===== config.mk =====
export PLATFORM = sky130hd
export DESIGN_NAME = dhcp_location_option_extractor_unit_flat
export DESIGN_NICKNAME = d
export VERILOG_FILES = /design/src/rtl/dloe_pkg.sv /design/src/rtl/dloe_if.sv /design/src/rtl/dhcp_location_option_extractor_unit.sv /design/src/rtl/dloe_front.sv /design/src/rtl/dloe_queue.sv /design/src/rtl/dloe_back.sv /design/src/flat_wrapper.sv
export SDC_FILE = /design/constraint.sdc
export NUM_CORES = 1
export LEC_CHECK = 0
export BUFFER_PORTS_ARGS = -buffer_cell sky130_fd_sc_hd__buf_2
export CAP_MARGIN = 20
export CORE_ASPECT_RATIO = 0.9
export CORE_MARGIN = 2
export CORE_UTILIZATION = 55
export CTS_CLUSTER_SIZE = 40
export DETAILED_ROUTE_END_ITERATION = 16
export PLACE_DENSITY = 0.88
export SYNTH_ARGS = -nofsm -noshare
export SYNTH_HDL_FRONTEND = slang
export SYNTH_HIERARCHICAL = 1
export SYNTH_SLANG_ARGS = --single-unit

===== constraint.sdc =====
create_clock -name clk -period 3.3 [get_ports clk]
set_clock_uncertainty 0.05 [all_clocks]
set_input_delay 0.99 -clock clk [delete_from_list [all_inputs] [get_ports clk]]
set_output_delay 0.99 -clock clk [all_outputs]
set_load 0.05 [all_outputs]

===== src/rtl/dloe_pkg.sv =====
`default_nettype none

package dloe_pkg;

	typedef enum logic [2:0] {
		PH_SEARCH = 3'd0,
		PH_CODE   = 3'd1,
		PH_LEN    = 3'd2,
		PH_DATA   = 3'd3,
		PH_DONE   = 3'd4
	} phase_t;

	typedef enum logic [1:0] {
		CAP_GEO   = 2'd0,
		CAP_CIVIC = 2'd1,
		CAP_NONE  = 2'd3
	} cap_t;

	localparam logic [1:0] KIND_GEO    = 2'd0;
	localparam logic [1:0] KIND_CIVIC  = 2'd1;
	localparam logic [1:0] KIND_STATUS = 2'd2;

	localparam logic [1:0] ST_FOUND     = 2'd0;
	localparam logic [1:0] ST_NOT_FOUND = 2'd1;
	localparam logic [1:0] ST_TRUNCATED = 2'd2;

	localparam logic [7:0] END_OPTION = 8'd255;
	localparam logic [7:0] PAD_OPTION = 8'd0;
	localparam logic [7:0] WINDOW_FILL = 8'd3;

	localparam logic [1:0] REG_COOKIE  = 2'd0;
	localparam logic [1:0] REG_GEO     = 2'd1;
	localparam logic [1:0] REG_CIVIC   = 2'd2;
	localparam logic [1:0] REG_MIN_LEN = 2'd3;

	localparam logic [31:0] COOKIE_RESET  = 32'h6382_5363;
	localparam logic [7:0]  GEO_RESET     = 8'd123;
	localparam logic [7:0]  CIVIC_RESET   = 8'd99;
	localparam logic [7:0]  MIN_LEN_RESET = 8'd236;

	typedef struct packed {
		logic [31:0] cookie;
		logic [7:0]  geo_code;
		logic [7:0]  civic_code;
		logic [7:0]  min_len;
	} cfg_t;

	typedef struct packed {
		logic       pay_v;
		logic [1:0] pay_kind;
		logic [7:0] pay_byte;
		logic       pay_olast;
		logic       stat_v;
		logic [1:0] stat;
	} bundle_t;

endpackage

`default_nettype wire


===== src/rtl/dloe_if.sv =====
`default_nettype none

interface dloe_in_if;
	logic       valid;
	logic       ready;
	logic [7:0] data_byte;
	logic       packet_last;

	modport source (output valid, output data_byte, output packet_last, input ready);
	modport sink (input valid, input data_byte, input packet_last, output ready);
endinterface

interface dloe_out_if;
	logic       valid;
	logic       ready;
	logic [1:0] kind;
	logic [7:0] payload;
	logic       option_last;
	logic [1:0] status;
	logic       run_last;

	modport source (output valid, output kind, output payload, output option_last,
		output status, output run_last, input ready);
	modport sink (input valid, input kind, input payload, input option_last,
		input status, input run_last, output ready);
endinterface

`default_nettype wire


===== src/rtl/dhcp_location_option_extractor_unit.sv =====
// A result is written into the result queue at the edge that accepts its item and is
// offered on the result port once it reaches the queue head.
// Throughput: one item per cycle while the result queue has room; an item with a payload
// byte and a status is sent as two results on the result port, payload first, and input
// stalls while the queue is full.
// Reset: arst_n clears parser state and the queue at once and loads the registers with
// their defaults; no clearing pass.
`default_nettype none

module dhcp_location_option_extractor_unit
	import dloe_pkg::*;
#(
	parameter int QUEUE_DEPTH = 4
) (
	input  wire logic        clk,
	input  wire logic        arst_n,
	dloe_in_if.sink          in_ch,
	dloe_out_if.source       out_ch,
	input  wire logic        psel,
	input  wire logic        penable,
	input  wire logic        pwrite,
	input  wire logic [3:0]  paddr,
	input  wire logic [31:0] pwdata,
	output logic [31:0]      prdata,
	output logic             pready
);

	cfg_t    cfg_q;
	logic    wr_en;
	logic    push, pop, full, head_valid;
	bundle_t push_data, head;

	assign pready = 1'b1;
	assign wr_en  = psel && penable && pwrite && pready;

	always_ff @(posedge clk or negedge arst_n) begin
		if (!arst_n) begin
			cfg_q.cookie     <= COOKIE_RESET;
			cfg_q.geo_code   <= GEO_RESET;
			cfg_q.civic_code <= CIVIC_RESET;
			cfg_q.min_len    <= MIN_LEN_RESET;
		end else if (wr_en) begin
			unique case (paddr[3:2])
				REG_COOKIE:  cfg_q.cookie     <= pwdata;
				REG_GEO:     cfg_q.geo_code   <= pwdata[7:0];
				REG_CIVIC:   cfg_q.civic_code <= pwdata[7:0];
				REG_MIN_LEN: cfg_q.min_len    <= pwdata[7:0];
				default:     cfg_q.cookie     <= cfg_q.cookie;
			endcase
		end
	end

	always_comb begin
		unique case (paddr[3:2])
			REG_COOKIE:  prdata = cfg_q.cookie;
			REG_GEO:     prdata = {24'd0, cfg_q.geo_code};
			REG_CIVIC:   prdata = {24'd0, cfg_q.civic_code};
			REG_MIN_LEN: prdata = {24'd0, cfg_q.min_len};
			default:     prdata = 32'd0;
		endcase
	end

	dloe_front u_front (
		.clk       (clk),
		.arst_n    (arst_n),
		.cfg       (cfg_q),
		.in_ch     (in_ch),
		.q_full    (full),
		.push      (push),
		.push_data (push_data)
	);

	dloe_queue #(
		.DEPTH (QUEUE_DEPTH)
	) u_queue (
		.clk        (clk),
		.arst_n     (arst_n),
		.push       (push),
		.push_data  (push_data),
		.pop        (pop),
		.head       (head),
		.head_valid (head_valid),
		.full       (full)
	);

	dloe_back u_back (
		.clk        (clk),
		.arst_n     (arst_n),
		.head       (head),
		.head_valid (head_valid),
		.pop        (pop),
		.out_ch     (out_ch)
	);

endmodule

`default_nettype wire


===== src/rtl/dloe_front.sv =====
`default_nettype none

module dloe_front
	import dloe_pkg::*;
(
	input  wire logic    clk,
	input  wire logic    arst_n,
	input  wire cfg_t    cfg,
	dloe_in_if.sink      in_ch,
	input  wire logic    q_full,
	output logic         push,
	output bundle_t      push_data
);

	phase_t      phase_q, phase_d;
	cap_t        cap_q, cap_d;
	logic [23:0] win_q;
	logic [7:0]  cnt_q, cnt_d;
	logic [7:0]  rem_q, rem_d, rem_dec;
	logic        found_q, found_d;
	logic        accept;
	logic [7:0]  b;

	assign b           = in_ch.data_byte;
	assign in_ch.ready = !q_full;
	assign accept      = in_ch.valid && in_ch.ready;
	assign rem_dec     = rem_q - 8'd1;

	always_comb begin
		phase_d   = phase_q;
		cap_d     = cap_q;
		rem_d     = rem_q;
		found_d   = found_q;
		push_data = '0;
		unique case (phase_q)
			PH_SEARCH: begin
				if (cnt_q >= WINDOW_FILL && {win_q, b} == cfg.cookie) phase_d = PH_CODE;
			end
			PH_CODE: begin
				priority if (b == END_OPTION) begin
					phase_d = PH_DONE;
				end else if (b == cfg.geo_code) begin
					cap_d   = CAP_GEO;
					phase_d = PH_LEN;
				end else if (b == cfg.civic_code) begin
					cap_d   = CAP_CIVIC;
					phase_d = PH_LEN;
				end else if (b == PAD_OPTION) begin
					phase_d = PH_CODE;
				end else begin
					cap_d   = CAP_NONE;
					phase_d = PH_LEN;
				end
			end
			PH_LEN: begin
				rem_d = b;
				if (b == 8'd0) begin
					if (cap_q != CAP_NONE) found_d = 1'b1;
					cap_d   = CAP_NONE;
					phase_d = PH_CODE;
				end else begin
					phase_d = PH_DATA;
				end
			end
			PH_DATA: begin
				if (cap_q != CAP_NONE) begin
					push_data.pay_v     = 1'b1;
					push_data.pay_kind  = (cap_q == CAP_GEO) ? KIND_GEO : KIND_CIVIC;
					push_data.pay_byte  = b;
					push_data.pay_olast = (rem_q == 8'd1);
				end
				rem_d = rem_dec;
				if (rem_dec == 8'd0) begin
					if (cap_q != CAP_NONE) found_d = 1'b1;
					cap_d   = CAP_NONE;
					phase_d = PH_CODE;
				end
			end
			PH_DONE: begin
				phase_d = PH_DONE;
			end
			default: begin
				phase_d = PH_SEARCH;
			end
		endcase

		cnt_d = (cnt_q == 8'hFF) ? cnt_q : cnt_q + 8'd1;

		push_data.stat_v = in_ch.packet_last;
		priority if (cnt_d <= cfg.min_len || phase_d == PH_SEARCH) begin
			push_data.stat = ST_NOT_FOUND;
		end else if (phase_d == PH_DONE) begin
			push_data.stat = found_d ? ST_FOUND : ST_NOT_FOUND;
		end else begin
			push_data.stat = ST_TRUNCATED;
		end
	end

	assign push = accept && (push_data.pay_v || push_data.stat_v);

	always_ff @(posedge clk or negedge arst_n) begin
		if (!arst_n) begin
			phase_q <= PH_SEARCH;
			cap_q   <= CAP_NONE;
			win_q   <= '0;
			cnt_q   <= '0;
			rem_q   <= '0;
			found_q <= 1'b0;
		end else if (accept) begin
			if (in_ch.packet_last) begin
				phase_q <= PH_SEARCH;
				cap_q   <= CAP_NONE;
				win_q   <= '0;
				cnt_q   <= '0;
				rem_q   <= '0;
				found_q <= 1'b0;
			end else begin
				phase_q <= phase_d;
				cap_q   <= cap_d;
				win_q   <= {win_q[15:0], b};
				cnt_q   <= cnt_d;
				rem_q   <= rem_d;
				found_q <= found_d;
			end
		end
	end

	a_clear_after_last: assert property (@(posedge clk) disable iff (!arst_n)
		accept && in_ch.packet_last |=> phase_q == PH_SEARCH && cnt_q == 8'd0)
		else $error("packet state not cleared after last item");

	a_payload_only_in_data: assert property (@(posedge clk) disable iff (!arst_n)
		push_data.pay_v |-> phase_q == PH_DATA && cap_q != CAP_NONE)
		else $error("payload result outside a captured option");

endmodule

`default_nettype wire


===== src/rtl/dloe_queue.sv =====
`default_nettype none

module dloe_queue
	import dloe_pkg::*;
#(
	parameter int DEPTH = 4
) (
	input  wire logic    clk,
	input  wire logic    arst_n,
	input  wire logic    push,
	input  wire bundle_t push_data,
	input  wire logic    pop,
	output bundle_t      head,
	output logic         head_valid,
	output logic         full
);

	localparam int IW = $clog2(DEPTH);
	localparam int CW = $clog2(DEPTH + 1);
	localparam logic [IW-1:0] LAST_IDX = IW'(DEPTH - 1);
	localparam logic [CW-1:0] DEPTH_C  = CW'(DEPTH);

	bundle_t       mem_q [DEPTH];
	logic [IW-1:0] wr_q, rd_q;
	logic [CW-1:0] count_q;

	assign head       = mem_q[rd_q];
	assign head_valid = (count_q != '0);
	assign full       = (count_q == DEPTH_C);

	always_ff @(posedge clk) begin
		if (push) mem_q[wr_q] <= push_data;
	end

	always_ff @(posedge clk or negedge arst_n) begin
		if (!arst_n) begin
			wr_q    <= '0;
			rd_q    <= '0;
			count_q <= '0;
		end else begin
			if (push) wr_q <= (wr_q == LAST_IDX) ? '0 : wr_q + IW'(1);
			if (pop) rd_q <= (rd_q == LAST_IDX) ? '0 : rd_q + IW'(1);
			if (push && !pop) count_q <= count_q + CW'(1);
			else if (pop && !push) count_q <= count_q - CW'(1);
		end
	end

	a_no_overflow: assert property (@(posedge clk) disable iff (!arst_n)
		count_q <= DEPTH_C && !(push && full && !pop))
		else $error("queue overflow");

	a_no_underflow: assert property (@(posedge clk) disable iff (!arst_n)
		pop |-> head_valid)
		else $error("queue underflow");

endmodule

`default_nettype wire


===== src/rtl/dloe_back.sv =====
`default_nettype none

module dloe_back
	import dloe_pkg::*;
(
	input  wire logic    clk,
	input  wire logic    arst_n,
	input  wire bundle_t head,
	input  wire logic    head_valid,
	output logic         pop,
	dloe_out_if.source   out_ch
);

	logic sent_q;
	logic pay_turn;
	logic take;

	assign pay_turn = head.pay_v && !sent_q;
	assign take     = out_ch.valid && out_ch.ready;
	assign pop      = take && out_ch.run_last;

	always_comb begin
		out_ch.valid = head_valid;
		if (pay_turn) begin
			out_ch.kind        = head.pay_kind;
			out_ch.payload     = head.pay_byte;
			out_ch.option_last = head.pay_olast;
			out_ch.status      = ST_FOUND;
			out_ch.run_last    = !head.stat_v;
		end else begin
			out_ch.kind        = KIND_STATUS;
			out_ch.payload     = 8'd0;
			out_ch.option_last = 1'b0;
			out_ch.status      = head.stat;
			out_ch.run_last    = 1'b1;
		end
	end

	always_ff @(posedge clk or negedge arst_n) begin
		if (!arst_n) begin
			sent_q <= 1'b0;
		end else if (take) begin
			sent_q <= !out_ch.run_last;
		end
	end

	a_split_order: assert property (@(posedge clk) disable iff (!arst_n)
		take && !out_ch.run_last |=> out_ch.valid && out_ch.kind == KIND_STATUS)
		else $error("status result did not follow its payload result");

endmodule

`default_nettype wire

===== src/flat_wrapper.sv =====
// flat-port wrapper written by rule: the top's interface ports become plain ports
module dhcp_location_option_extractor_unit_flat import dloe_pkg::*;
#(
	parameter int QUEUE_DEPTH = 4
)
  (clk, arst_n, psel, penable, pwrite, paddr, pwdata, prdata, pready, in_ch_valid, in_ch_data_byte, in_ch_packet_last, in_ch_ready, out_ch_valid, out_ch_kind, out_ch_payload, out_ch_option_last, out_ch_status, out_ch_run_last, out_ch_ready);
  dloe_in_if in_ch_i ();
  dloe_out_if out_ch_i ();
  input  wire logic clk;
  input  wire logic arst_n;
  input  wire logic psel;
  input  wire logic penable;
  input  wire logic pwrite;
  input  wire logic [3:0] paddr;
  input  wire logic [31:0] pwdata;
  output logic [31:0] prdata;
  output logic pready;
  input wire logic [$bits(in_ch_i.valid)-1:0] in_ch_valid;
  input wire logic [$bits(in_ch_i.data_byte)-1:0] in_ch_data_byte;
  input wire logic [$bits(in_ch_i.packet_last)-1:0] in_ch_packet_last;
  output wire logic [$bits(in_ch_i.ready)-1:0] in_ch_ready;
  output wire logic [$bits(out_ch_i.valid)-1:0] out_ch_valid;
  output wire logic [$bits(out_ch_i.kind)-1:0] out_ch_kind;
  output wire logic [$bits(out_ch_i.payload)-1:0] out_ch_payload;
  output wire logic [$bits(out_ch_i.option_last)-1:0] out_ch_option_last;
  output wire logic [$bits(out_ch_i.status)-1:0] out_ch_status;
  output wire logic [$bits(out_ch_i.run_last)-1:0] out_ch_run_last;
  input wire logic [$bits(out_ch_i.ready)-1:0] out_ch_ready;
  assign in_ch_i.valid = in_ch_valid;
  assign in_ch_i.data_byte = in_ch_data_byte;
  assign in_ch_i.packet_last = in_ch_packet_last;
  assign in_ch_ready = in_ch_i.ready;
  assign out_ch_valid = out_ch_i.valid;
  assign out_ch_kind = out_ch_i.kind;
  assign out_ch_payload = out_ch_i.payload;
  assign out_ch_option_last = out_ch_i.option_last;
  assign out_ch_status = out_ch_i.status;
  assign out_ch_run_last = out_ch_i.run_last;
  assign out_ch_i.ready = out_ch_ready;
  dhcp_location_option_extractor_unit #(.QUEUE_DEPTH(QUEUE_DEPTH)) u_core (.clk(clk), .arst_n(arst_n), .in_ch(in_ch_i), .out_ch(out_ch_i), .psel(psel), .penable(penable), .pwrite(pwrite), .paddr(paddr), .pwdata(pwdata), .prdata(prdata), .pready(pready));
endmodule

== Yosys cells after proc, flatten, opt, wreduce, memory -nomap -nowiden ==
Memory sizes are Yosys's and may differ from the RTL's.
Index checks and enable logic that the tools add are counted.

* Register bits: 110
* RAM bits: 60
* Input bits: 52
* Word-level logic and storage cells: 124
* Memories kept: 1

{| class="wikitable"
|+ Memory list
! memory !! depth !! bits a word !! rd ports !! clocked after Yosys merged registers in !! write ports !! line !! RTL
|-
| u_core.u_queue.mem_q || 4 || 15 || 1 || 0 || 1 || dloe_queue.sv:23 || <nowiki>bundle_t mem_q [DEPTH];</nowiki>
|}

* Add/sub/neg operators: 6
* Order comparisons: 2
* Eq/ne operators: 22
* Multiplexer cells: 45
* Reduce and logical (&&, ||, !) cells: 34

{| class="wikitable"
|+ Operators with widths
! operator !! count
|-
| 32-bit case mux with 4 select lines || 1
|-
| 2-bit 2-to-1 mux || 17
|-
| 32-bit equality test || 1
|-
| 8-bit 2-to-1 mux || 4
|-
| 12-bit 2-to-1 mux || 2
|-
| 24-bit 2-to-1 mux || 1
|-
| 3-bit 2-to-1 mux || 6
|-
| 8-bit equality test || 2
|-
| 8-bit equality test (second input constant) || 2
|-
| 8-bit logical NOT || 2
|-
| 8-bit case mux with 2 select lines || 1
|-
| 3-bit case mux with 5 select lines || 1
|-
| 1-bit logical AND || 10
|-
| 1-bit 2-to-1 mux || 10
|-
| 2-bit AND reduction || 5
|-
| 3-bit equality test (second input constant) || 3
|-
| 3-bit != test (second input constant) || 3
|-
| 8-bit by 1-bit adder with 8-bit output (second input constant) || 1
|-
| 2-bit equality test (second input constant) || 4
|-
| 8-bit by 1-bit equality test with 1-bit output (second input constant) || 1
|-
| 8-bit by 2-bit greater-or-equal comparator with 1-bit output (second input constant) || 1
|-
| 8-bit less-or-equal comparator || 1
|-
| 8-bit by 1-bit subtractor with 8-bit output (second input constant) || 1
|-
| 3-bit by 2-bit equality test with 1-bit output (second input constant) || 2
|-
| 17 further kinds || 27
|}

== Logic depth before layout (Yosys ltp) ==
Gate-level depths: netlist of run 1.

* Depth in word-level cells: 10
* Depth in mapped cells: 12
* Gate-level depth less buffers: 12

== By module ==
Netlist of run 1, hierarchy kept.

{| class="wikitable"
|+ By module, submodules not included
! module !! instances !! cells each !! area each (sq um)
|-
| dloe_front || 1 || 413 || 3,437.0
|-
| dloe_queue || 1 || 115 || 2,620.0
|-
| dhcp_location_option_extractor_unit || 1 || 162 || 2,585.0
|-
| dloe_back || 1 || 22 || 168.9
|}

== Worst setup path before layout of run 1 ==
OpenSTA, ideal clock, no wires.

* Path kind: input port to output port
* From: input paddr[3]
* To: output prdata[10]
* Arrival: 2.033 ns
* Required time: 2.260 ns
* Path slack: 0.227 ns
* Cell stages on the path: 4
* Cell sequence: buf_2 nor2_1 clkbuf_1 and2_1

* Word-level cells in the longest chain between the ends: 2
* Elaborated cells between the ends (all ways): 5
* Classes of those cells: 3 x eq/ne; 1 x mux; 1 x reduce/logical

{| class="wikitable"
|+ RTL lines
! what !! line !! RTL
|-
| from (decl) || flat_wrapper.sv:14 || <nowiki>input wire logic [3:0] paddr;</nowiki>
|-
| 2-bit equality test, or another cell as far along || dhcp_location_option_extractor_unit.sv:54 || <nowiki>unique case (paddr[3:2])</nowiki>
|-
| 32-bit case mux with 4 select lines (*) || dhcp_location_option_extractor_unit.sv:54 ||
|-
| to (decl) || flat_wrapper.sv:16 || <nowiki>output logic [31:0] prdata;</nowiki>
|}

Mark *: on every way between the ends. The rest lies on a longest branch, timed or not.

==> out/metrics.cfg, run 1 <==
[outcome]
outcome=complete, no violations

[global_routing]
gr-total-overflow=0
grtUsageTotal=0.243
grt_antenna_before_repair=0
grt_first_pass_wirelength_um=30900
grt_max_degree=59
grt_pass1_vias=5977

[cts]
clkTransAtPathRegs_ns=0.07
ctsLongestPathBuffers=2
cts_max_level=4
clock_tree.root_cell=clkbuf_16
cts_buffers=17
cts_tree=yes
numClockSinks=170
clk_latency_ns=0.44
cts_hold_buf=0

[power_and_ir_drop]
p_leak_uw=0.00426
power_uw=7510
powerDensity_nw_per_um2=752
peakVddDrop_uv=634

[layout]
layout.cells.non_filler=1021
area_growth_pct=13.4
multiInputGateArea_um2=3860
seq_area_um2=4590
finalNetCount=878
num-fill-cells=1136
drive_above_1_share=0.330
diodes=0

[setup_path]
cp-end-kind=output pin
r2r_slack_ns=0.27
cp-startpoint=u_core/u_queue/rd_q[0]
cp.required_ns=2.26
cp.arrival_ns=2.16
cp-start-kind=register
regToRegEndpoint=u_core/u_queue/mem_q[2][1]
worstPathMaxFanout=10
path_class=register to output pin
crit_path_end=out_ch_status[1]
reg2regPathDepth=10
reg2reg_from=u_core/u_front/cnt_q[3]

[sta]
fin_crit_ns=3.20
fin_setup_tns_ns=0
rsz0062_at_grt=false
timing.fmax_mhz=313
slew_headroom=0.624
setup_slack_ns=0.102
fin_crit_sh=0.969
hold_violations=0
setup_viol=0
worst_pin_slew_ns=0.562
final_max_slew_viol_count=0

[yosys]
synth.net_count=784
ys.flop_type=dfrtp_1
ys_types=68
syn_inst=712
synth_common_cells=dfrtp_1, nand2_1, edfxtp_1
syn_area_um2=8810
synth_top_area_share=0.224
ys_seq_area_frac=0.521
ys_warn_count=6
ys_top_cells_by_area=dfrtp_1, edfxtp_1, dfstp_2, mux2_2, mux4_2
yosysTopAreaCell=dfrtp_1
synth_edf_count=60
ys_ff_latch=170
yosysMostFrequentCell=dfrtp_1
avgSynthCellArea_um2=12.4
async_reset_ff_frac=0.647

[route]
first_iter_violations=537
num_vias=5993
drc=0
first_pass_iters=5
routed_via_density=5.87
routed_wl_um=19200
avgRoutedWirePerCell_um=18.8
postRouteAntennaNets=0

[job]
cap_violations=0

[floorplanning]
die_h_um=124
start_util=0.567
dieArea_um2=17000
rows=43
core_um2=15500
die_w_um=137
ios=101

[placement]
pre_cts_ws_ns=0.0902
numPortBuffers=97
place.gp.congestion=0.860
dp_hpwl_um=13400
dpl.cell_count=989

[worst_hold_path]
holdCritPathClass=input port to asynchronous set/reset pin

[power by group]
group | total, µW | switching, µW | internal [µW] | leakage [µW]
registers | 3050 | 397 | 2650 | 0.00191
logic | 2620 | 1540 | 1080 | 0.00209
clock network | 1840 | 864 | 974 | 0.000267
total | 7510 | 2800 | 4710 | 0.00426
[per-stage QoR]
step	util	hold WS (ns)	instance area [µm²]
2_1_floorplan	-	0.399	8810
3_3_place_gp	0.607	0.417	9450
3_5_place_dp	0.607	0.426	9450
4_1_cts	0.642	0.353	9990
5_1_grt	0.643	0.351	9990
6_report	0.643	0.356	9990
[registers in the layout (all words and copies together), names as in the netlist]
signal	cells
u_core/u_queue/mem_q	60
u_core/cfg_q	56
u_core/u_front/win_q	24
u_core/u_front/cnt_q	8
u_core/u_front/rem_q	8
u_core/u_front/phase_q	3
u_core/u_queue/count_q	3
u_core/u_front/cap_q	2
u_core/u_queue/rd_q	2
u_core/u_queue/wr_q	2
u_core/u_back/sent_q	1
u_core/u_front/found_q	1
[worst min path at each step]
stage | from | endpoint | slack (ns) | cells past startpoint
floorplan | u_core/u_queue/count_q[2] | u_core/u_queue/count_q[2] | 0.40 | 1
global placement | u_core/u_queue/count_q[2] | u_core/u_queue/count_q[2] | 0.42 | 1
detailed placement | u_core/u_front/win_q[23] | u_core/u_front/win_q[23] | 0.43 | 2
CTS | arst_n | u_core/cfg_q[55] | 0.35 | 1
global route | arst_n | u_core/cfg_q[55] | 0.35 | 1
finish | arst_n | u_core/cfg_q[51] | 0.36 | 1
[cells by family after synthesis]
group                      after synthesis  share of synthesized area
muxes                                   84                      0.143
and+or+nand+nor                        236                      0.149
AOI/OAI and AO/OA                       75                     0.0560
other                                    2                   0.000852
buffers and inverters                   65                     0.0408
xor gates and xnor gates                60                     0.0596
adders and majority gates               20                     0.0293
DFF                                    170                      0.521
[metal layers]
metal / GRT usage / up-vias / routed length, µm
li1: - / 2749 / -
met1: 0.328 / 2960 / 8320
met3: 0.0627 / 32 / 1310
met5: 0 / - / 0
met4: 0.0780 / 0 / 284
met2: 0.389 / 252 / 9310
[final cells by class]
type	instances	area share
clock inverters	15	0.0115
inverters	23	0.00877
well taps	202	0.0253
multi-input cells	477	0.386
flip-flops and latches	170	0.460
repair buffers	117	0.0655
clock buffers	17	0.0426
[cells in the final DEF (no fill, tap or decap), types with 22 or more instances in the layout]
| master | instances |
|---|---|
| inv_1 | 22 |
| dfstp_2 | 31 |
| nor2_1 | 27 |
| mux2_2 | 51 |
| and2_1 | 45 |
| edfxtp_1 | 60 |
| nand2_1 | 69 |
| buf_2 | 96 |
| nand3b_1 | 25 |
| dfrtp_1 | 78 |
| xnor2_1 | 38 |
| xor2_1 | 22 |
[critical path: stages (launching register included)]
cell and delay [ns]:
dfrtp_2 0.50, buf_6 0.22, mux4_1 0.62, nor2b_1 0.16, buf_2 0.22
[what timing repair did]
action                     4_1_cts  5_1_grt
setup endpoints to repair        6        3
gates resized for setup          1        1
buffers inserted                 0        0
No activity file was read; power rests on OpenSTA's default activity.
==> run 2, diff against run 1 <==
Settings changed: ABC_AREA from default to 1.
==> run 2 against run 1 <==
Count of clock-buffer cells in the layout rose by 1. Synthesized cell count rose by 50%. Critical path depth rose by 1. Register-to-register slack improved by 0.05 ns. Setup slack improved by 0.15 ns. Critical path type is now input port to output pin. Largest cell class unchanged.
==> out/metrics.cfg, run 2 <==
[global_routing]
grt_pass1_vias=7063
grtUsageTotal=0.244
gr-total-overflow=0
grt_max_degree=111
grt_antenna_before_repair=0
grt_first_pass_wirelength_um=34300

[setup_path]
cp-end-kind=output pin
crit_chain=buf_2, clkinv_2, nand2_4, nor2_1, buf_2
cp-start-kind=input port
crit_top_cell=buf_2
worst-path-buf-inv=3
cp.required_ns=2.26
path_depth=5
cp_slowest_cell=nand2_4
path_delay_family=buffers and inverters
r2r_slack_ns=0.32
cp_slowest_stage_delay_ns=0.31
worstPathMaxFanout=25
cp.arrival_ns=2.01
regToRegEndpoint=u_core/u_queue/mem_q[3][0]
reg2reg_from=u_core/u_front/cnt_q[0]
path_class=input port to output pin
reg2regPathDepth=16

[layout]
design_area_um2=10300
area_growth_pct=12.5
diodes=0
final_common_cell=nand2_1
finalNetCount=1235
largest_reg_flops=60
drive_above_1_share=0.197
top_register=u_core/u_queue/mem_q
top_regs=u_core/u_queue/mem_q (60), u_core/cfg_q (56), u_core/u_front/win_q (24)
layout_common_cells=nand2_1, inv_1, buf_2

[yosys]
ys_warn_count=6
ys.flop_type=dfrtp_1
async_reset_ff_frac=0.647
synth.net_count=1137
avgSynthCellArea_um2=8.58
yosysMostFrequentCell=nand2_1
syn_inst=1065
ys_ff_latch=170
ys_top_cells_by_area=dfrtp_1, edfxtp_1, nand2_1, dfstp_2, inv_1
synth_edf_count=60
ys_types=42
ys_seq_area_frac=0.503
synth_common_cells=nand2_1, inv_1, dfrtp_1
synth_top_area_share=0.216
yosysTopAreaCell=dfrtp_1
syn_area_um2=9140

[floorplanning]
core_um2=16200
start_util=0.565
die_w_um=140
dieArea_um2=17700
die_h_um=126
ios=101
rows=44

[cts]
numClockSinks=170
ctsLongestPathBuffers=2
cts_hold_buf=0
clock_tree.root_cell=clkbuf_16
cts_buffers=17
clk_latency_ns=0.43
clkTransAtPathRegs_ns=0.07
cts_max_level=4
cts_tree=yes

[power_and_ir_drop]
internal_power_uw=4550
switching_share=0.418
pwr-share-comb=0.385
peakVddDrop_uv=743
pwr-share-seq=0.380
p_switching_uw=3280
power_uw=7830
clkPwrFrac=0.235
powerDensity_nw_per_um2=762
p_leak_uw=0.00496

[placement]
numPortBuffers=97
dp_hpwl_um=14400
place.gp.congestion=0.919
post_dp_cell_area_um2=9730
pre_cts_ws_ns=0.256

[route]
routed_via_density=5.36
first_iter_violations=528
first_pass_iters=6
routed_wl_um=20800
avgRoutedWirePerCell_um=15.0
postRouteAntennaNets=0
drc=0
num_vias=7419

[sta]
slew_headroom=0.485
timing.fmax_mhz=328
worst_pin_slew_ns=0.770
fin_crit_sh=0.924
setup_viol=0
fin_crit_ns=3.05
fin_setup_tns_ns=0
rsz0062_at_grt=false
setup_slack_ns=0.252
final_max_slew_viol_count=0
hold_violations=0
finalHoldWorstSlack_ns=0.423

[worst_hold_path]
holdCritPathClass=register to register
hold_path_end=u_core/u_front/cap_q[1]
whs_path_depth=2
holdCritStartpoint=u_core/u_front/cap_q[1]

[outcome]
outcome=complete, no violations

[job]
cap_violations=0

run 2: cell types whose count changed in the layout (fill, tap and decap cells not counted), sizes merged, moves of 17 or more:
cell    change
o22ai      +17
inv       +138
mux4       -23
nor2       +65
nand3b     -25
nand2     +278
xor2       -17
and2       -45
o21ai      +20
o211ai     +31
nand3      +40
mux2       -61
run 2: cell type report:
cell class / count / area [µm²]
fill: 1276 / 5900
sequential: 170 / 4590
clock inverter: 14 / 114
multi-input combinational: 698 / 3640
timing repair buffer: 113 / 628
clock buffer: 18 / 429
tap: 207 / 259
inverter: 163 / 618
run 2: power by group through the flow:
stage / combinational (µW) / clock, µW / sequential [µW]
2_1_floorplan: 2420 / 0 / 2900
3_3_place_gp: 2830 / 0 / 2990
3_5_place_dp: 2940 / 0 / 3000
4_1_cts: 2990 / 1870 / 2970
5_1_grt: 3340 / 1970 / 3020
6_report: 3010 / 1840 / 2980
run 2: worst max-delay path by stage:
| stage | from | to | slack, ns |
|---|---|---|---|
| after floorplan | paddr[2] | prdata[10] | 0.24 |
| after global placement | paddr[3] | prdata[23] | 0.31 |
| after detailed placement | paddr[3] | prdata[20] | 0.26 |
| after CTS | u_core/u_queue/rd_q[0] | out_ch_status[0] | 0.11 |
| after global routing | u_core/u_queue/rd_q[0] | out_ch_status[0] | 0.02 |
| final | paddr[3] | prdata[20] | 0.25 |
run 2: cell families (layout without fill, tap and decap cells):
logic type	Yosys count	in the layout	synth area share
xor gates and xnor gates	50	50	0.0479
DFF	170	170	0.503
and+or+nand+nor	517	517	0.244
adders and majority gates	20	20	0.0282
other	2	2	0.000822
AOI/OAI and AO/OA	109	109	0.0767
buffers and inverters	197	308	0.0995
run 2: metrics by stage:
step	cells	utilization
global route	1383	0.635
finish	1383	0.635
floorplan	1065	-
global placement	1351	0.601
CTS	1383	0.635
detailed placement	1351	0.601
run 2: timing repair:
action	in CTS	in global routing
setup buffers	0	0
gates resized for setup	0	3
endpoints found under the setup margin	0	8
endpoints found under the hold margin	0	0
run 2: worst register-to-register path, delay by kind of cell (launching register included):
| family | cells | cell delay (ns) |
|---|---|---|
| flip-flops | 1 | 0.38 |
| adder cells (fa/ha/maj) | 2 | 0.51 |
| XOR/XNOR | 1 | 0.21 |
| AND/OR/NAND/NOR | 11 | 1.33 |
| AO/OA/AOI/OAI | 1 | 0.17 |
| buffers and inverters | 1 | 0.07 |
run 2: per-layer routing:
metal | part of all wire | vias to the layer above | track usage
li1 | - | 3570 | -
met1 | 0.42 | 3512 | 0.315
met2 | 0.49 | 290 | 0.409
met3 | 0.064 | 47 | 0.0532
met4 | 0.024 | 0 | 0.0859
met5 | 0 | - | 0
==> run 3, diff against run 2 <==
Settings changed: CORE_ASPECT_RATIO 0.9 to 1.2.
==> run 3 against run 2 <==
Final cell count is 0.36% higher. Core utilization is 0.099 points lower. Die area hardly changed. Count of clock-buffer cells in the layout is 2 higher. Sequential power hardly changed. Maximum frequency is 3.0% lower. Register-to-register slack worse by 0.02 ns. Via count is 1.3% higher. Setup slack worse by 0.095 ns. Combinational power hardly changed. Critical path depth stayed put. Largest cell class unchanged. Largest power group is now sequential cells.
==> out/metrics.cfg, run 3 (synthesis gave the netlist of run 2 again) <==
[layout]
finalNetCount=1235
drive_above_1_share=0.195
layout_common_cells=nand2_1, inv_1, buf_2
top_register=u_core/u_queue/mem_q
top_regs=u_core/u_queue/mem_q (60), u_core/cfg_q (56), u_core/u_front/win_q (24)
diodes=0
final_common_cell=nand2_1
largest_reg_flops=60
area_growth_pct=12.9

[cts]
numClockSinks=170
clkTransAtPathRegs_ns=0.07
cts_tree=yes
cts_buffers=17
cts_setup_buffers=0
cts_max_level=4
clk_latency_ns=0.43
ctsLongestPathBuffers=2
clock_tree.root_cell=clkbuf_16
cts_resized=0
cts_hold_buf=0

[global_routing]
grt_first_pass_wirelength_um=35100
grt_max_degree=77
gr-total-overflow=0
grt_pass1_vias=7375
grt_antenna_before_repair=0
grtUsageTotal=0.252

[route]
avgRoutedWirePerCell_um=15.4
routed_via_density=5.41
routed_wl_um=21300
postRouteAntennaNets=0
num_vias=7512
drc=0
first_pass_iters=6
first_iter_violations=911

[power_and_ir_drop]
p_leak_uw=0.00500
clkPwrFrac=0.251
switching_share=0.403
peakVddDrop_uv=432
p_switching_uw=3210
pwr-share-comb=0.374
power_uw=7960
internal_power_uw=4750
powerDensity_nw_per_um2=771
pwr-share-seq=0.374

[setup_path]
crit_chain=buf_2, clkinv_2, nand2_4, nor2_1, buf_2
cp_slowest_stage_delay_ns=0.29
crit_top_cell=buf_2
cp-start-kind=input port
cp.required_ns=2.26
worstPathMaxFanout=25
cp-end-kind=output pin
worst-path-buf-inv=3
cp_slowest_cell=nand2_4
cp.arrival_ns=2.10
path_delay_family=buffers and inverters
path_class=input port to output pin

[sta]
hold_violations=0
worst_pin_slew_ns=0.785
setup_viol=0
fin_crit_sh=0.952
timing.fmax_mhz=318
fin_crit_ns=3.14
rsz0062_at_grt=false
fin_setup_tns_ns=0
slew_headroom=0.476
final_max_slew_viol_count=0

[outcome]
outcome=complete, no violations

[floorplanning]
die_w_um=122
dieArea_um2=17700
start_util=0.562
core_um2=16300
die_h_um=145
rows=51
ios=101

[placement]
place.gp.congestion=0.940
numPortBuffers=97
dp_hpwl_um=15000

[job]
cap_violations=0

[worst_hold_path]
holdCritPathClass=register to register

[run 3: power groups by stage]
| stage | Combinational (µW) | Clock (µW) | Sequential (µW) |
|---|---|---|---|
| 6_report | 2980 | 2000 | 2980 |
| 5_1_grt | 3290 | 2110 | 3030 |
| 4_1_cts | 2970 | 2030 | 2980 |
| 3_5_place_dp | 2940 | 0 | 3010 |
| 3_3_place_gp | 2820 | 0 | 2990 |
| 2_1_floorplan | 2420 | 0 | 2900 |
[run 3: per-layer routing]
layer	vias to the layer above	share of wire	GRT usage	wire length (µm)
li1	3565	-	-	-
met1	3534	0.39	0.296	8220
met2	337	0.52	0.446	11100
met3	76	0.056	0.0405	1180
met4	0	0.037	0.120	781
met5	-	0	0	0
[run 3: worst paths after layout]
path                                         start                          to  slack [ns]  depth (start not counted)
setup / recovery                          paddr[3]                  prdata[31]        0.16                          5
hold / removal             u_core/u_front/cap_q[0]     u_core/u_front/cap_q[0]        0.42                          2
setup reg to reg           u_core/u_front/cnt_q[0]  u_core/u_queue/mem_q[0][0]        0.30                         16
hold reg to reg            u_core/u_front/cap_q[0]     u_core/u_front/cap_q[0]        0.42                          2
max in group asynchronous                   arst_n            u_core/cfg_q[17]        1.92                          2
min in group asynchronous                   arst_n        u_core/u_back/sent_q        0.46                          1
[run 3: cell type report]
type                    instances  area (µm²)
repair buffers                113         621
well taps                     212         265
multi-input cells             698        3640
fillers                      1303        5950
clock inverters                12         149
inverters                     163         618
flip-flops and latches        170        4590
clock buffers                  20         437
[run 3: worst reg2reg max path: cells and delay by family (launching register included)]
family,cells,cell delay (ns)
compound gates,2,0.37
fa+ha+maj,2,0.50
xor+xnor,1,0.20
flops,1,0.37
simple gates,10,1.15
buf+inv,1,0.07
[run 3: per-stage QoR]
step / worst slack, ns / hold slack, ns / util / cell area [µm²] / instances
2_1_floorplan: 0.240 / 0.392 / - / 9140 / 1065
3_3_place_gp: 0.230 / 0.406 / 0.598 / 9730 / 1356
3_5_place_dp: 0.174 / 0.408 / 0.598 / 9730 / 1356
4_1_cts: 0.152 / 0.418 / 0.634 / 10300 / 1388
5_1_grt: 0.000659 / 0.441 / 0.634 / 10300 / 1388
6_report: 0.157 / 0.417 / 0.634 / 10300 / 1388
